[src/sv/psd_pkg.sv]
// Shared widths, region codes and pipeline stage types for point_segment_distance.
// No dependencies; every other file refers to this package by scoped names.
package psd_pkg;

  // Coordinates are signed fixed point. The fraction bits pass straight
  // through, so the datapath only depends on the coordinate width.
  localparam int unsigned COORD_WIDTH = 16;

  localparam int unsigned DIFF_W = COORD_WIDTH + 1;       // coordinate difference
  localparam int unsigned PROD_W = 2 * COORD_WIDTH + 2;   // signed product or sum of two
  localparam int unsigned SQ_W   = 2 * COORD_WIDTH + 1;   // squared length, quotient
  localparam int unsigned DIST_W = COORD_WIDTH + 1;       // distance
  localparam int unsigned NUM_W  = 2 * SQ_W;              // squared cross product
  localparam int unsigned LO_W   = (SQ_W + 1) / 2;        // low half of the cross product
  localparam int unsigned HI_W   = SQ_W - LO_W;           // high half of the cross product
  localparam int unsigned REM_W  = DIST_W + 2;            // square root remainder
  localparam int unsigned IN_W   = ((6 * COORD_WIDTH + 7) / 8) * 8;
  localparam int unsigned OUT_W  = ((DIST_W + 2 + 7) / 8) * 8;

  typedef enum logic [1:0] {
    REG_INTERIOR = 2'd0,
    REG_END_B    = 2'd1,
    REG_END_A    = 2'd2,
    REG_DEGEN    = 2'd3
  } region_e;

  // One division cell's working set: partial remainder, the low numerator
  // bits that shift out as quotient bits shift in, and the divisor.
  typedef struct packed {
    region_e           region;
    logic [SQ_W-1:0]   rem;
    logic [SQ_W-1:0]   low;
    logic [SQ_W-1:0]   den;
  } div_stage_t;

  // One square root cell's working set.
  typedef struct packed {
    region_e             region;
    logic [REM_W-1:0]    rem;
    logic [DIST_W-1:0]   root;
    logic [2*DIST_W-1:0] x;
  } sqrt_stage_t;

endpackage

[src/sv/psd_sqrt_cell.sv]
// One integer square root cell: settles one root bit from two radicand bits.
// Depends on psd_pkg.
module psd_sqrt_cell (
  input  logic                 clk_i,
  input  logic                 rst_ni,
  input  logic                 in_valid_i,
  output logic                 in_ready_o,
  input  psd_pkg::sqrt_stage_t in_data_i,
  output logic                 out_valid_o,
  input  logic                 out_ready_i,
  output psd_pkg::sqrt_stage_t out_data_o
);

  logic                 valid_q;
  psd_pkg::sqrt_stage_t data_q, data_d;
  logic [psd_pkg::REM_W-1:0] shifted, trial, diff;
  logic                 ge;

  always_comb begin
    data_d  = in_data_i;
    shifted = {in_data_i.rem[psd_pkg::REM_W-3:0],
               in_data_i.x[2*psd_pkg::DIST_W-1 -: 2]};
    trial   = {in_data_i.root, 2'b01};
    diff    = shifted - trial;
    ge      = shifted >= trial;
    data_d.rem  = ge ? diff : shifted;
    data_d.root = {in_data_i.root[psd_pkg::DIST_W-2:0], ge};
    data_d.x    = {in_data_i.x[2*psd_pkg::DIST_W-3:0], 2'b00};
  end

  assign in_ready_o  = !valid_q || out_ready_i;
  assign out_valid_o = valid_q;
  assign out_data_o  = data_q;

  always_ff @(posedge clk_i or negedge rst_ni) begin
    if (!rst_ni) begin
      valid_q <= 1'b0;
    end else if (in_ready_o) begin
      valid_q <= in_valid_i;
    end
  end

  always_ff @(posedge clk_i) begin
    if (in_ready_o && in_valid_i) data_q <= data_d;
  end

endmodule
[config.mk]
export PLATFORM = sky130hd
export DESIGN_NAME = psd_sqrt_cell
export DESIGN_NICKNAME = d
export VERILOG_FILES = /design/src/sv/psd_pkg.sv /design/src/sv/psd_sqrt_cell.sv
export SDC_FILE = /design/constraint.sdc
export NUM_CORES = 1
export LEC_CHECK = 0
export BUFFER_PORTS_ARGS = -buffer_cell sky130_fd_sc_hd__buf_2
export CAP_MARGIN = 10
export CORE_MARGIN = 2
export CORE_UTILIZATION = 40
export DETAILED_ROUTE_END_ITERATION = 10
export GPL_TIMING_DRIVEN = 0
export PLACE_DENSITY = 0.7
export SLEW_MARGIN = 30
export SYNTH_ARGS = -nofsm -noshare
export SYNTH_HDL_FRONTEND = slang
export SYNTH_SLANG_ARGS = --single-unit
[constraint.sdc]
create_clock -name clk_i -period 3.33 [get_ports clk_i]
set_input_delay 0.333 -clock clk_i [delete_from_list [all_inputs] [get_ports clk_i]]
set_output_delay 0.333 -clock clk_i [all_outputs]
set_load 0.005 [all_outputs]
**Word level (Yosys, flattened, before mapping)**

Index checks and enable logic that the tools add are counted.

- Logic and storage cells: 11
- Output and inout bits: 74
- Input port bits: 76
- Register bits after elaboration: 71

- $add $sub $neg: 1
- Reductions and logical operators: 3
- Muxes and demuxes: 1
- $lt $le $gt $ge: 1

Operators with widths:

| kind | number |
|---|---|
| 19-bit greater-or-equal comparator | 1 |
| 19-bit 2-to-1 mux | 1 |
| 19-bit subtractor | 1 |
| 1-bit logical AND | 1 |
| 1-bit zero test | 1 |
| 1-bit logical OR | 1 |

**Depth between registers and ports, before layout**

- Depth in word-level cells: 3
- Depth in mapped cells: 10
- Mapped depth without buffers: 8

**Worst setup path before layout**

Ideal clock, no wire load.

- Path kind: register -> register
- Start: register valid_q, in the netlist out_valid_o
- End: register data_q, in the netlist out_data_o[10], enable pin
- Cell stages (with the launch flop): 3
- Buffers on the path: 0
- Data arrival time: 2.164 ns
- Library setup time: 0.436 ns
- Data required time: 2.894 ns
- Path slack: 0.730 ns
- Clock period less this slack: 2.600 ns
- Path through: dfrtp_1 nand2b_1 and2_1

- Word-level cells in the longest chain between the ends: 3

RTL lines:

| item | line | source |
|---|---|---|
| from (decl) | psd_sqrt_cell.sv:14 | `logic valid_q;` |
| from (signal assigned) | psd_sqrt_cell.sv:39 | `valid_q <= in_valid_i;` |
| 1-bit zero test | psd_sqrt_cell.sv:31 | `assign in_ready_o = !valid_q \|\| out_ready_i;` |
| 1-bit logical OR | psd_sqrt_cell.sv:31 |  |
| named net in_ready_o | psd_sqrt_cell.sv:7 | `output logic in_ready_o,` |
| 1-bit logical AND | psd_sqrt_cell.sv:44 | `if (in_ready_o && in_valid_i) data_q <= data_d;` |
| to (signal assigned) | psd_sqrt_cell.sv:44 |  |
| to (decl) | psd_sqrt_cell.sv:15 | `psd_pkg::sqrt_stage_t data_q, data_d;` |

The timed path passes the listed nets, and every way through them passes these cells.
A chain may end at the register's enable or synchronous reset.

==> flow_summary.json <==
{
  "path_buf_inv": 3,
  "clk_latency_ps": 340,
  "drv_slew": 0,
  "relSlewSlack": 0.540,
  "nets": 514,
  "setup_viol": 0,
  "worst_path_largest_cell_delay_ps": 380,
  "ys_seq_area_frac": 0.601,
  "synth_warnings": 0,
  "power_leakage_uw": 0.00206,
  "dp_slack_ps": 452,
  "yosys.area.top_type": "edfxtp_1",
  "cts_setup_buffers": 0,
  "initial_core_util": 0.410,
  "gp_congestion": 0.828,
  "vias": 2638,
  "numPortBuffers": 145,
  "cap_viol_max_count": 0,
  "outcome": "complete, no violations",
  "slowest_stage": "o311ai_1",
  "ys_top_cells_by_area": "edfxtp_1 (59%), ha_1 (6.7%), mux2_2 (3.5%)",
  "worst_pin_slew_ps": 686,
  "drive_gt1_frac": 0.455,
  "hp-class": "in -> reg",
  "postRouteAntennaNets": 0,
  "path_cells": "buf_2 > inv_1 > ha_1 > o211ai_1 > o21ai_2 > o311ai_1 > nand4_2 > o211ai_4 > buf_12 > mux2_4",
  "ir_drop_mv": 0.173,
  "dieArea_um2": 9610,
  "cp_data_arrival_time_ps": 2570,
  "antenna_found_initial": 0,
  "clk_pin_slew_ps": 80,
  "routed_via_density": 4.96,
  "grt_start_max_net_pins": 55,
  "critPathLaunchType": "primary input",
  "wl_per_cell_um": 15.1,
  "gr-total-overflow": 0,
  "finalCritPeriodShare": 0.746,
  "clock_skew_ps": 9.39,
  "dr.pass1.iters": 4,
  "n_fill_cell": 753,
  "syn_area_per_cell_um2": 13.6,
  "syn_area_um2": 3540,
  "fp.dieW_um": 98.0,
  "die_h_um": 98.0,
  "synth_cell_types": 53,
  "tns_ps": 0,
  "rows": 34,
  "critPathMaxFanout": 10,
  "power.density_nw_per_um2": 480,
  "core_area_um2": 8640,
  "grt_first_pass_wirelength_um": 13000,
  "ys.flop_type": "edfxtp_1",
  "period_needed_ps": 2480,
  "path_delay_family": "compound AO/OA/AOI/OAI gates",
  "drc_errors": 0,
  "clock_path_buffers": 2,
  "crit_path_end_kind": "flip-flop",
  "area_growth_pct": 31.5,
  "cts.htree.levels": 3,
  "fmax_ghz": 0.402,
  "synth_edf_count": 70,
  "diodes": 0,
  "grt_usage": 0.169,
  "cts_buffers": 9,
  "synth_top_area_share": 0.594,
  "cts_tree": "yes",
  "drt_iter0_drc": 91,
  "required_ps": 3420,
  "drt_wl_total_um": 8020,
  "dp_hpwl_um": 6220,
  "grt_pass1_vias": 2619,
  "hold_viol_final": 0,
  "critPathKind": "in -> reg",
  "synthCells": 260,
  "synth-async-reset-ratio": 0.0141,
  "io_pins": 150,
  "cts-root-buf": "clkbuf_8",
  "cts.sinks": 71,
  "ys_seq_elements": 71,
  "worst_slack_ps": 845,
  "rsz0062_at_grt": "false"
}
per-layer routing:
layer / global-route usage / vias to the layer above / wire length [um]
met5: 0 / - / 0
met4: 0.0449 / 0 / 65
met3: 0.0494 / 7 / 676
met2: 0.284 / 100 / 3900
met1: 0.215 / 1232 / 3380
li1: - / 1299 / -
worst reg2reg max path: stages, from the launching register on:
cell and delay (ps):
dfrtp_1 380, nand2b_1 110, and2_4 330, buf_16 300
cells by family (layout without fill, tap and decap cells):
family | count (synthesis) | count (layout) | synth area share
flip-flops | 71 | 71 | 0.601
AO/OA/AOI/OAI | 56 | 56 | 0.112
AND/OR/NAND/NOR | 51 | 51 | 0.0771
buffers and inverters | 28 | 191 | 0.0368
adder cells (fa/ha/maj) | 19 | 19 | 0.0672
multiplexers | 19 | 19 | 0.0676
XOR/XNOR | 15 | 15 | 0.0371
other | 1 | 2 | 0.00106
where the power goes:
| part | switching [uW] | leakage [uW] | internal (uW) |
|---|---|---|---|
| logic | 222 | 0.00128 | 219 |
| clock network | 329 | 0.0000992 | 390 |
| registers | 14.0 | 0.000678 | 1060 |
flip-flops by register name, indices dropped and copies added (netlist names):
| name | cells |
|---|---|
| out_valid_o | 1 |
| out_data_o | 70 |
cells in the mapped netlist, types with 2 or more instances:
master and count:
a21o_1 2, a21oi_1 18, a311o_1 2, and2_1 4, buf_4 2, edfxtp_1 70, ha_1 19, inv_1 22
mux2_2 11, mux2_4 7, nand2_1 12, nand2b_1 6, nand3_1 3, nand4_1 3, nor2_1 11, nor3_1 2
o211ai_1 5, o21a_1 5, o21ai_0 7, o22ai_1 2, or2_2 2, xnor2_1 10, xor2_1 5
layout make-up:
cell class              instances  area (um2)  area share
clock buffers                  12         155      0.0334
plain buffers                   6        47.5      0.0102
clock inverters                 4        53.8      0.0116
multi-input cells             162        1290       0.277
flip-flops and latches         71        2130       0.457
well taps                     108         135      0.0291
repair buffers                147         763       0.164
inverters                      22        82.6      0.0178
worst paths after layout:
path	startpoint	depth (start not counted)	endpoint	slack [ps]
max reg2reg	out_valid_o	3	out_data_o[66]	1880
min	in_data_i[0]	1	out_data_o[2]	160
max in group asynchronous	rst_ni	2	out_valid_o	2950
max	in_data_i[34]	10	out_data_o[62]	850
min in group asynchronous	rst_ni	2	out_valid_o	300
min reg2reg	out_valid_o	2	out_valid_o	540
cells in the final DEF (no fill, tap or decap), types with 10 or more instances in the layout:
| master | count |
|---|---|
| inv_1 | 22 |
| mux2_2 | 11 |
| ha_1 | 19 |
| edfxtp_1 | 70 |
| xnor2_1 | 10 |
| clkbuf_8 | 11 |
| a21oi_1 | 18 |
| nand2_1 | 12 |
| nor2_1 | 11 |
| buf_2 | 146 |
stage by stage:
stage	cell area, um2	hold WS [ps]	total power (uW)	cells	util
detailed placement	4430	109	1540	515	0.513
CTS	4650	148	2260	532	0.539
global placement	4400	107	1520	514	0.510
floorplan	3540	37.4	1370	261	-
finish	4650	158	2230	532	0.539
global route	4650	137	2350	532	0.539
timing repair:
action,4_1_cts,5_1_grt
hold endpoints to repair,1,0
resized for setup,0,0
hold buffers,1,0
No activity file was read; power rests on OpenSTA's default activity.
