===== src/sv/psd_pkg.sv =====
// Shared widths, region codes and pipeline stage types for point_segment_distance.
// No dependencies; every other file refers to this package by scoped names.
package psd_pkg;

  // Coordinates are signed fixed point. The fraction bits pass straight
  // through, so the datapath only depends on the coordinate width.
  localparam int unsigned COORD_WIDTH = 16;

  localparam int unsigned DIFF_W = COORD_WIDTH + 1;       // coordinate difference
  localparam int unsigned PROD_W = 2 * COORD_WIDTH + 2;   // signed product or sum of two
  localparam int unsigned SQ_W   = 2 * COORD_WIDTH + 1;   // squared length, quotient
  localparam int unsigned DIST_W = COORD_WIDTH + 1;       // distance
  localparam int unsigned NUM_W  = 2 * SQ_W;              // squared cross product
  localparam int unsigned LO_W   = (SQ_W + 1) / 2;        // low half of the cross product
  localparam int unsigned HI_W   = SQ_W - LO_W;           // high half of the cross product
  localparam int unsigned REM_W  = DIST_W + 2;            // square root remainder
  localparam int unsigned IN_W   = ((6 * COORD_WIDTH + 7) / 8) * 8;
  localparam int unsigned OUT_W  = ((DIST_W + 2 + 7) / 8) * 8;

  typedef enum logic [1:0] {
    REG_INTERIOR = 2'd0,
    REG_END_B    = 2'd1,
    REG_END_A    = 2'd2,
    REG_DEGEN    = 2'd3
  } region_e;

  // One division cell's working set: partial remainder, the low numerator
  // bits that shift out as quotient bits shift in, and the divisor.
  typedef struct packed {
    region_e           region;
    logic [SQ_W-1:0]   rem;
    logic [SQ_W-1:0]   low;
    logic [SQ_W-1:0]   den;
  } div_stage_t;

  // One square root cell's working set.
  typedef struct packed {
    region_e             region;
    logic [REM_W-1:0]    rem;
    logic [DIST_W-1:0]   root;
    logic [2*DIST_W-1:0] x;
  } sqrt_stage_t;

endpackage


===== src/sv/psd_div_cell.sv =====
// One restoring division cell: one quotient bit per cell, bypassed for end cases.
// Depends on psd_pkg.
module psd_div_cell (
  input  logic                clk_i,
  input  logic                rst_ni,
  input  logic                in_valid_i,
  output logic                in_ready_o,
  input  psd_pkg::div_stage_t in_data_i,
  output logic                out_valid_o,
  input  logic                out_ready_i,
  output psd_pkg::div_stage_t out_data_o
);

  logic                valid_q;
  psd_pkg::div_stage_t data_q, data_d;
  logic [psd_pkg::SQ_W:0] trial, diff;
  logic                ge;

  always_comb begin
    data_d = in_data_i;
    trial  = {in_data_i.rem, in_data_i.low[psd_pkg::SQ_W-1]};
    diff   = trial - {1'b0, in_data_i.den};
    ge     = trial >= {1'b0, in_data_i.den};
    if (in_data_i.region == psd_pkg::REG_INTERIOR) begin
      data_d.rem = ge ? diff[psd_pkg::SQ_W-1:0] : trial[psd_pkg::SQ_W-1:0];
      data_d.low = {in_data_i.low[psd_pkg::SQ_W-2:0], ge};
    end
  end

  assign in_ready_o  = !valid_q || out_ready_i;
  assign out_valid_o = valid_q;
  assign out_data_o  = data_q;

  always_ff @(posedge clk_i or negedge rst_ni) begin
    if (!rst_ni) begin
      valid_q <= 1'b0;
    end else if (in_ready_o) begin
      valid_q <= in_valid_i;
    end
  end

  always_ff @(posedge clk_i) begin
    if (in_ready_o && in_valid_i) data_q <= data_d;
  end

endmodule


===== config.mk =====
export PLATFORM = sky130hd
export DESIGN_NAME = psd_div_cell
export DESIGN_NICKNAME = d
export VERILOG_FILES = /design/src/sv/psd_pkg.sv /design/src/sv/psd_div_cell.sv
export SDC_FILE = /design/constraint.sdc
export NUM_CORES = 1
export LEC_CHECK = 0
export BUFFER_PORTS_ARGS = -buffer_cell sky130_fd_sc_hd__buf_2
export CORE_ASPECT_RATIO = 0.8
export CORE_MARGIN = 3
export CORE_UTILIZATION = 51
export DETAILED_ROUTE_END_ITERATION = 16
export GPL_TIMING_DRIVEN = 0
export PLACE_DENSITY = 0.89
export RECOVER_POWER = 100
export SYNTH_ARGS = -nofsm -noshare
export SYNTH_HDL_FRONTEND = slang
export SYNTH_SLANG_ARGS = --single-unit

===== constraint.sdc =====
create_clock -name clk_i -period 3.5 [get_ports clk_i]
set_input_delay 0.525 -clock clk_i [delete_from_list [all_inputs] [get_ports clk_i]]
set_output_delay 0.525 -clock clk_i [all_outputs]
set_load 0.05 [all_outputs]

-- Word-level counts from Yosys, hierarchy flattened
Index checks and enable logic that the tools add are counted.
- logic and storage cells: 13
- output and inout port bits: 103
- flip-flop bits (word level): 102
- input port bits: 105
- reductions and logical operators: 4
- $lt $le $gt $ge: 1
- add/subtract/negate cells: 1
- muxes and demuxes: 2
- operator list (kind ; count):
    $mux 66 ; 1
    $ge 34x33->1 ; 1
    $mux 33 ; 1
    $sub 33x33->33 ; 1
    $logic_not 2->1 ; 1
    $logic_and 1x1->1 ; 1
    $logic_not 1->1 ; 1
    $logic_or 1x1->1 ; 1

-- Longest topological paths before layout
Gate-level depths: netlist (run 1).
- depth in word-level cells: 3
- depth in mapped cells: 16
- gate-level depth less buffers: 14

-- Worst setup path after synthesis (run 1)
Ideal clock, no wire load.
- path kind: reg-to-reg
- start: register valid_q, in the netlist out_valid_o
- end: register data_q, in the netlist out_data_o[0] (enable)
- setup slack: -0.447 ns
- period minus slack after synthesis: 3.947 ns
- setup time: 0.471 ns
- required time: 3.029 ns
- path buffers: 0
- stages on the path, launching flop included: 3
- data arrival time: 3.477 ns
- cell sequence: dfrtp_1 nand2b_1 and2_1
- longest elaborated chain between the ends: 3
- RTL lines (what ; line ; text):
    start, declared ; psd_div_cell.sv:14 ; logic valid_q;
    start signal, assigned ; psd_div_cell.sv:38 ; valid_q <= in_valid_i;
    $logic_not 1->1 ; psd_div_cell.sv:30 ; assign in_ready_o = !valid_q || out_ready_i;
    $logic_or 1x1->1 ; psd_div_cell.sv:30 ;
    net in_ready_o ; psd_div_cell.sv:7 ; output logic in_ready_o,
    $logic_and 1x1->1 ; psd_div_cell.sv:43 ; if (in_ready_o && in_valid_i) data_q <= data_d;
    end signal, assigned ; psd_div_cell.sv:43 ;
    end, declared ; psd_div_cell.sv:15 ; psd_pkg::div_stage_t data_q, data_d;
The timed path passes the listed nets, and every way through them passes these cells.
A chain may end at the register's enable or synchronous reset.

==> results.tsv, run 1 <==
stage	metric	value	unit
die	Die Y	105	um
global_routing	aggregate global-route resource usage	24.7	%
critical_path	CP Depth	15	
clock_network	CTS tree	yes	
critical_path	CP cell instances	buf_2 -> inv_1 -> ha_1 -> inv_1 -> fa_2 -> a211oi_2 -> o21ai_1 -> a21oi_4 -> a31oi_4 -> a31oi_4 -> o21ai_2 -> a211o_1 -> buf_6 -> mux2_4 -> mux2_4	
drt	drt pass-1 iters	6	
critical_path	Worst Reg-to-Reg Cells	3	
outcome	status	complete, but fails checks	
placement	GPL Wtd Cong	0.903	
sta	setup violators final	0	
logic_synthesis	EDFF count, synth	101	
flow_run	number of max-cap violations	1	
critical_path	reg2reg start	out_valid_o	
die	FP Rows	35	
sta	TNS Setup	0	ns
die	chip width	129	um
sta	crit share post-route	96.5	%
critical_path	crit-path leading delay family	compound AO/OA/AOI/OAI gates	
logic_synthesis	syn nets	761	
sta	Final Max Slew Viols	51	
clock_network	clock buffer count from CTS	9	
drt	drt initial violations	518	
sta	RSZ-0062 raised after global routing	false	
final_layout	Final Non-Filler Cells	996	
die	Core Region	11700	um2
worst_hold_path	Worst Hold Class	input pin to register	
sta	Final Hold Viols	0	
drt	WL per Instance	17.0	um
global_routing	first-pass GRT wire length	26.6	mm
placement	dpl ws	-0.267	ns
placement	PortBufs	207	
sta	fmax	296	MHz
global_routing	grt total ovfl	0	
critical_path	CP startpoint	in_data_i[65]	
die	Die ar.	13500	um2
critical_path	CP arrival	3.47	ns
clock_network	# clock sinks	102	
placement	post-placement cell count	978	
sta	Worst Skew	0.00780	ns
die	number of I/O pins	208	
sta	minimum clock period	3.38	ns
power_and_ir_drop	power per cell area	461	nW/um2
critical_path	slowest cell on the critical path	fa_2	
critical_path	crit path to	out_data_o[83]	
die	initial core utilization	53.0	%
final_layout	Finished Cell Area	7600	um2
critical_path	crit path capture type	register	
placement	detailed placement HPWL	12.8	mm
drt	drt drc	0	
logic_synthesis	Mapped Cells	622	
power_and_ir_drop	Power, Total	3.50	mW
power_and_ir_drop	Peak VDD IR	0.000302	V
critical_path	Worst setup SP type	input pin	
clock_network	Clock Tree Root	clkbuf_16	
drt	total number of vias	5485	
critical_path	reg-to-reg slack, setup	0.39	ns
logic_synthesis	Seq/Total Area, Yosys	49.4	%
logic_synthesis	flops & latches, synth	102	
drt	Via density	5.51	
logic_synthesis	dominant cell type by area after synthesis	edfxtp_1	
final_layout	# diodes	0	
outcome	failing checks	max-capacitance violations, max-slew violations	
logic_synthesis	Async SR Flop Fraction	0.980	%
final_layout	fin nets	982	
logic_synthesis	Yosys cell types	60	
final_layout	share of layout cells above drive strength 1	14.7	%
power_and_ir_drop	leakage dissipation	3.36	nW
sta	min setup slack post-route	0.122	ns
logic_synthesis	top_reg_cell synth	edfxtp_1	
logic_synthesis	Synth area leaders	edfxtp_1 (49%), nand2_1 (9.2%), ha_1 (6.7%)	
critical_path	required time of the critical path	3.60	ns
critical_path	slowest stage delay, CP	0.37	ns
critical_path	CP Class	input pin to register	
drt	drt total wl	16.9	mm
clock_network	clk_lat worst skew	0.35	ns
critical_path	crit path buf inv count	4	
sta	hold_ws	0.366	ns
sta	slew margin rel.	-46.0	%
logic_synthesis	top cell type's share of synthesized area	49.0	%
logic_synthesis	Synth Warn #	0	
sta	worst-margin pin slew	2.19	ns
critical_path	Max FO, Critical Path	8	
critical_path	Critical R2R Capture	out_data_o[24]	
global_routing	pin count of the biggest net entering global routing	53	
logic_synthesis	Avg Cell Area, Syn	9.96	um2
placement	Placed Instance Area	7450	um2
drt	Routed Antenna Nets	0	
clock_network	clock transition at the registers of the reported paths	0.08	ns
global_routing	initial antenna violation count	0	
final_layout	area grow syn2layout	22.7	%
clock_network	htree depth	3	
final_layout	post-layout util	65.0	%
clock_network	Bufs on Longest Clock Path	2	
logic_synthesis	Synth Cell Area	6190	um2
global_routing	number of global-route vias before repair	5364	
[worst min path at each step]
stage / end / startpoint / slack (ns) / depth (start not counted)
global placement: out_valid_o / rst_ni / 0.30 / 1
global route: out_data_o[2] / in_data_i[2] / 0.36 / 1
detailed placement: out_valid_o / rst_ni / 0.31 / 1
finish: out_data_o[2] / in_data_i[2] / 0.37 / 1
CTS: out_data_o[13] / in_data_i[13] / 0.35 / 1
floorplan: out_valid_o / rst_ni / 0.23 / 0
[registers in the layout, indices dropped and copies added (netlist names)]
| name | count |
|---|---|
| out_data_o | 101 |
| out_valid_o | 1 |
[area by class of cell]
type	count	area, um2
tap	148	185
clock buffer	9	225
timing repair buffer	210	902
fill	1023	4090
buffer	30	164
multi-input combinational	451	2840
inverter	39	146
clock inverter	7	81.3
sequential	102	3060
[per-layer routing]
layer,global-route usage [%],share of wire [%],wire (um),up-vias
li1,-,-,-,2640
met2,40.5,48,8110,258
met1,32.2,42,7150,2545
met5,0,0,0,-
met4,9.45,2.9,492,0
met3,5.06,6.9,1170,42
[where the power goes]
part | internal, mW | switching, mW
clock network | 0.513 | 0.502
logic | 0.312 | 0.707
registers | 1.45 | 0.0216
[placed cells by master, fill, tap and decap left out, types with 13 or more instances in the layout]
master    instances
ha_1             33
xnor2_1          17
nor2_1           22
o21ai_0          51
a21oi_1          31
nand2_1         152
clkbuf_1        148
xor2_1           13
buf_2            81
a21o_1           18
mux2i_1          22
inv_1            39
edfxtp_1        101
[cells by family (layout without fill, tap and decap cells)]
group                      count (synthesis)  in the layout  synth area share, %
AOI/OAI and AO/OA                        147            147                 15.6
DFF                                      102            102                 49.4
muxes                                     24             24                 4.04
adders and majority gates                 34             34                 6.99
buffers and inverters                     69            295                 4.97
and+or+nand+nor                          216            216                 14.8
xor gates and xnor gates                  30             30                 4.24
[Yosys cell counts (all sizes together), types with 2 or more instances]
| cell type | number |
|---|---|
| nor2 | 22 |
| o211ai | 3 |
| buf | 12 |
| nor3 | 3 |
| a211oi | 3 |
| clkbuf | 18 |
| o211a | 2 |
| and4 | 2 |
| a21oi | 34 |
| mux2 | 2 |
| edfxtp | 101 |
| a31oi | 7 |
| xor2 | 13 |
| nand2b | 6 |
| nand3 | 8 |
| a41o | 2 |
| o21bai | 4 |
| o21a | 5 |
| nor2b | 5 |
| xnor2 | 17 |
| a211o | 4 |
| and2 | 2 |
| a21o | 18 |
| mux2i | 22 |
| nand4 | 5 |
| o21ai | 55 |
| or2 | 2 |
| inv | 39 |
| and3 | 4 |
| nand2 | 152 |
| ha | 33 |
[timing repair]
action                     in CTS  in global routing
hold buffers                    1                  0
setup buffers                   0                  1
setup endpoints to repair       0                 22
resized for setup               0                  4
hold endpoints to repair        1                  0
(Power assumes the default switching activity.)
==> run 2: changes to the inputs <==
--- a/config.mk
+++ b/config.mk
@@ -6,12 +6,14 @@
 export NUM_CORES = 1
 export LEC_CHECK = 0
 export BUFFER_PORTS_ARGS = -buffer_cell sky130_fd_sc_hd__buf_2
+export CELL_PAD_IN_SITES_DETAIL_PLACEMENT = 0
+export CELL_PAD_IN_SITES_GLOBAL_PLACEMENT = 1
 export CORE_ASPECT_RATIO = 0.8
 export CORE_MARGIN = 3
-export CORE_UTILIZATION = 51
+export CORE_UTILIZATION = 38
 export DETAILED_ROUTE_END_ITERATION = 16
 export GPL_TIMING_DRIVEN = 0
-export PLACE_DENSITY = 0.89
+export PLACE_DENSITY = 0.88
 export RECOVER_POWER = 100
 export SYNTH_ARGS = -nofsm -noshare
 export SYNTH_HDL_FRONTEND = slang
==> run 2 against run 1 <==
The run still ends with max-capacitance violations, max-slew violations left. Final cell count is 6.7% higher. Routed wire length decreased by 0.88%. Clock power is essentially flat. Sequential share of layout area decreased by 0.56 points. Critical endpoint unchanged.
==> results.tsv, run 2 (synthesis gave the netlist of run 1 again) <==
stage	metric	value	unit
sta	setup violators final	0	
power_and_ir_drop	Peak VDD IR	0.000285	V
critical_path	CP cell instances	buf_2 -> inv_1 -> ha_1 -> inv_1 -> fa_2 -> a211oi_2 -> o21ai_1 -> a21oi_4 -> a31oi_4 -> a31oi_4 -> o21ai_2 -> a211o_1 -> buf_6 -> mux2_1 -> mux2_4	
drt	Via density	4.93	
final_layout	area grow syn2layout	24.4	%
power_and_ir_drop	Power, Total	3.50	mW
critical_path	Max FO, Critical Path	8	
clock_network	Bufs on Longest Clock Path	2	
global_routing	initial antenna violation count	1	
outcome	status	complete, but fails checks	
sta	RSZ-0062 raised after global routing	false	
die	initial core utilization	39.1	%
die	Core Region	15900	um2
drt	WL met2	7.43	mm
sta	worst-margin pin slew	1.92	ns
sta	hold_ws	0.347	ns
placement	dpl ws	-0.299	ns
sta	TNS Setup	0	ns
placement	GPL Wtd Cong	0.828	
final_layout	max FFs per register	101	
drt	drt drc	0	
die	Die ar.	17900	um2
flow_run	number of max-cap violations	1	
sta	minimum clock period	3.35	ns
critical_path	CP Depth	15	
critical_path	Worst setup SP type	input pin	
die	chip width	149	um
final_layout	# diodes	0	
global_routing	number of global-route vias before repair	4951	
placement	post-placement cell count	1045	
sta	fmax	299	MHz
critical_path	required time of the critical path	3.61	ns
clock_network	htree depth	3	
outcome	failing checks	max-capacitance violations, max-slew violations	
clock_network	clock buffer count from CTS	9	
placement	Placed Instance Area	7530	um2
power_and_ir_drop	leakage dissipation	3.36	nW
drt	drt total wl	16.8	mm
worst_hold_path	hold path depth	1	
final_layout	commonest non-fill, non-tap cell in the layout	nand2_1	
critical_path	CP arrival	3.46	ns
placement	PortBufs	207	
final_layout	post-layout util	48.6	%
power_and_ir_drop	power per cell area	454	nW/um2
critical_path	CP Class	input pin to register	
drt	WL per Instance	15.8	um
drt	drt pass-1 iters	5	
critical_path	slowest stage delay, CP	0.37	ns
final_layout	Finished Cell Area	7700	um2
die	FP Rows	41	
sta	crit share post-route	95.6	%
clock_network	clock transition at the registers of the reported paths	0.08	ns
final_layout	most frequent cells in the layout	nand2_1 (152), clkbuf_1 (148), edfxtp_1 (101)	
global_routing	grt total ovfl	0	
die	Die Y	120	um
clock_network	Clock Tree Root	clkbuf_16	
critical_path	crit path capture type	register	
drt	total number of vias	5236	
final_layout	Final Non-Filler Cells	1063	
drt	WL met3	1.10	mm
sta	Final Max Slew Viols	41	
global_routing	first-pass GRT wire length	25.7	mm
clock_network	CTS tree	yes	
final_layout	fin nets	982	
drt	Routed Antenna Nets	0	
clock_network	# clock sinks	102	
drt	drt initial violations	390	
sta	Worst Skew	0.0121	ns
final_layout	share of layout cells above drive strength 1	14.6	%
drt	M1 WL	7.91	mm
critical_path	crit path buf inv count	4	
placement	detailed placement HPWL	12.9	mm
global_routing	pin count of the biggest net entering global routing	62	
global_routing	aggregate global-route resource usage	18.4	%
sta	min setup slack post-route	0.153	ns
critical_path	crit-path leading delay family	compound AO/OA/AOI/OAI gates	
critical_path	slowest cell on the critical path	fa_2	
die	number of I/O pins	208	
sta	slew margin rel.	-27.7	%
critical_path	Worst Reg-to-Reg Cells	3	
worst_hold_path	Worst Hold Class	input pin to register	
sta	Final Hold Viols	0	
clock_network	clk_lat worst skew	0.36	ns
drt	Max Used Layer	met5	
run 2: report_power, final:
group          internal, mW  leakage (nW)  total (mW)  switching (mW)
sequential             1.45         0.977        1.47          0.0199
combinational         0.313          2.24        1.01           0.698
clock                 0.512         0.151        1.02           0.509
total                  2.27          3.36        3.50            1.23
run 2: path summary, 6_finish.rpt:
check	from	endpoint	slack, ns
worst max-delay path	in_data_i[65]	out_data_o[83]	0.15
worst min-delay path	in_data_i[12]	out_data_o[12]	0.35
worst max register to register	out_valid_o	out_data_o[87]	0.83
worst min register to register	out_valid_o	out_valid_o	0.53
max in group asynchronous	rst_ni	out_valid_o	2.95
min in group asynchronous	rst_ni	out_valid_o	0.46
run 2: routing by layer:
metal,global-route usage [%],vias up
li1,-,2645
met1,25.6,2407
met2,28.6,160
met3,4.57,22
met4,5.15,2
met5,0,-
run 2: cell type report:
class                      instances  area (um2)
tap                              215         269
timing repair buffer             210         918
sequential                       102        3060
multi-input combinational        451        2830
clock buffer                       9         225
fill                            1577        8150
buffer                            30         164
clock inverter                     7        91.3
inverter                          39         146
run 2: worst register-to-register path, delay by kind of cell (launching register included):
| kind | cells | cell delay (ns) |
|---|---|---|
| buffers and inverters | 1 | 0.37 |
| DFF | 1 | 0.38 |
| and+or+nand+nor | 2 | 1.53 |
run 2: what timing repair did:
action / in CTS / in global routing
endpoints found under the hold margin: 1 / 0
setup endpoints to repair: 0 / 22
buffers inserted: 0 / 1
hold buffers: 1 / 0
resized for setup: 0 / 5
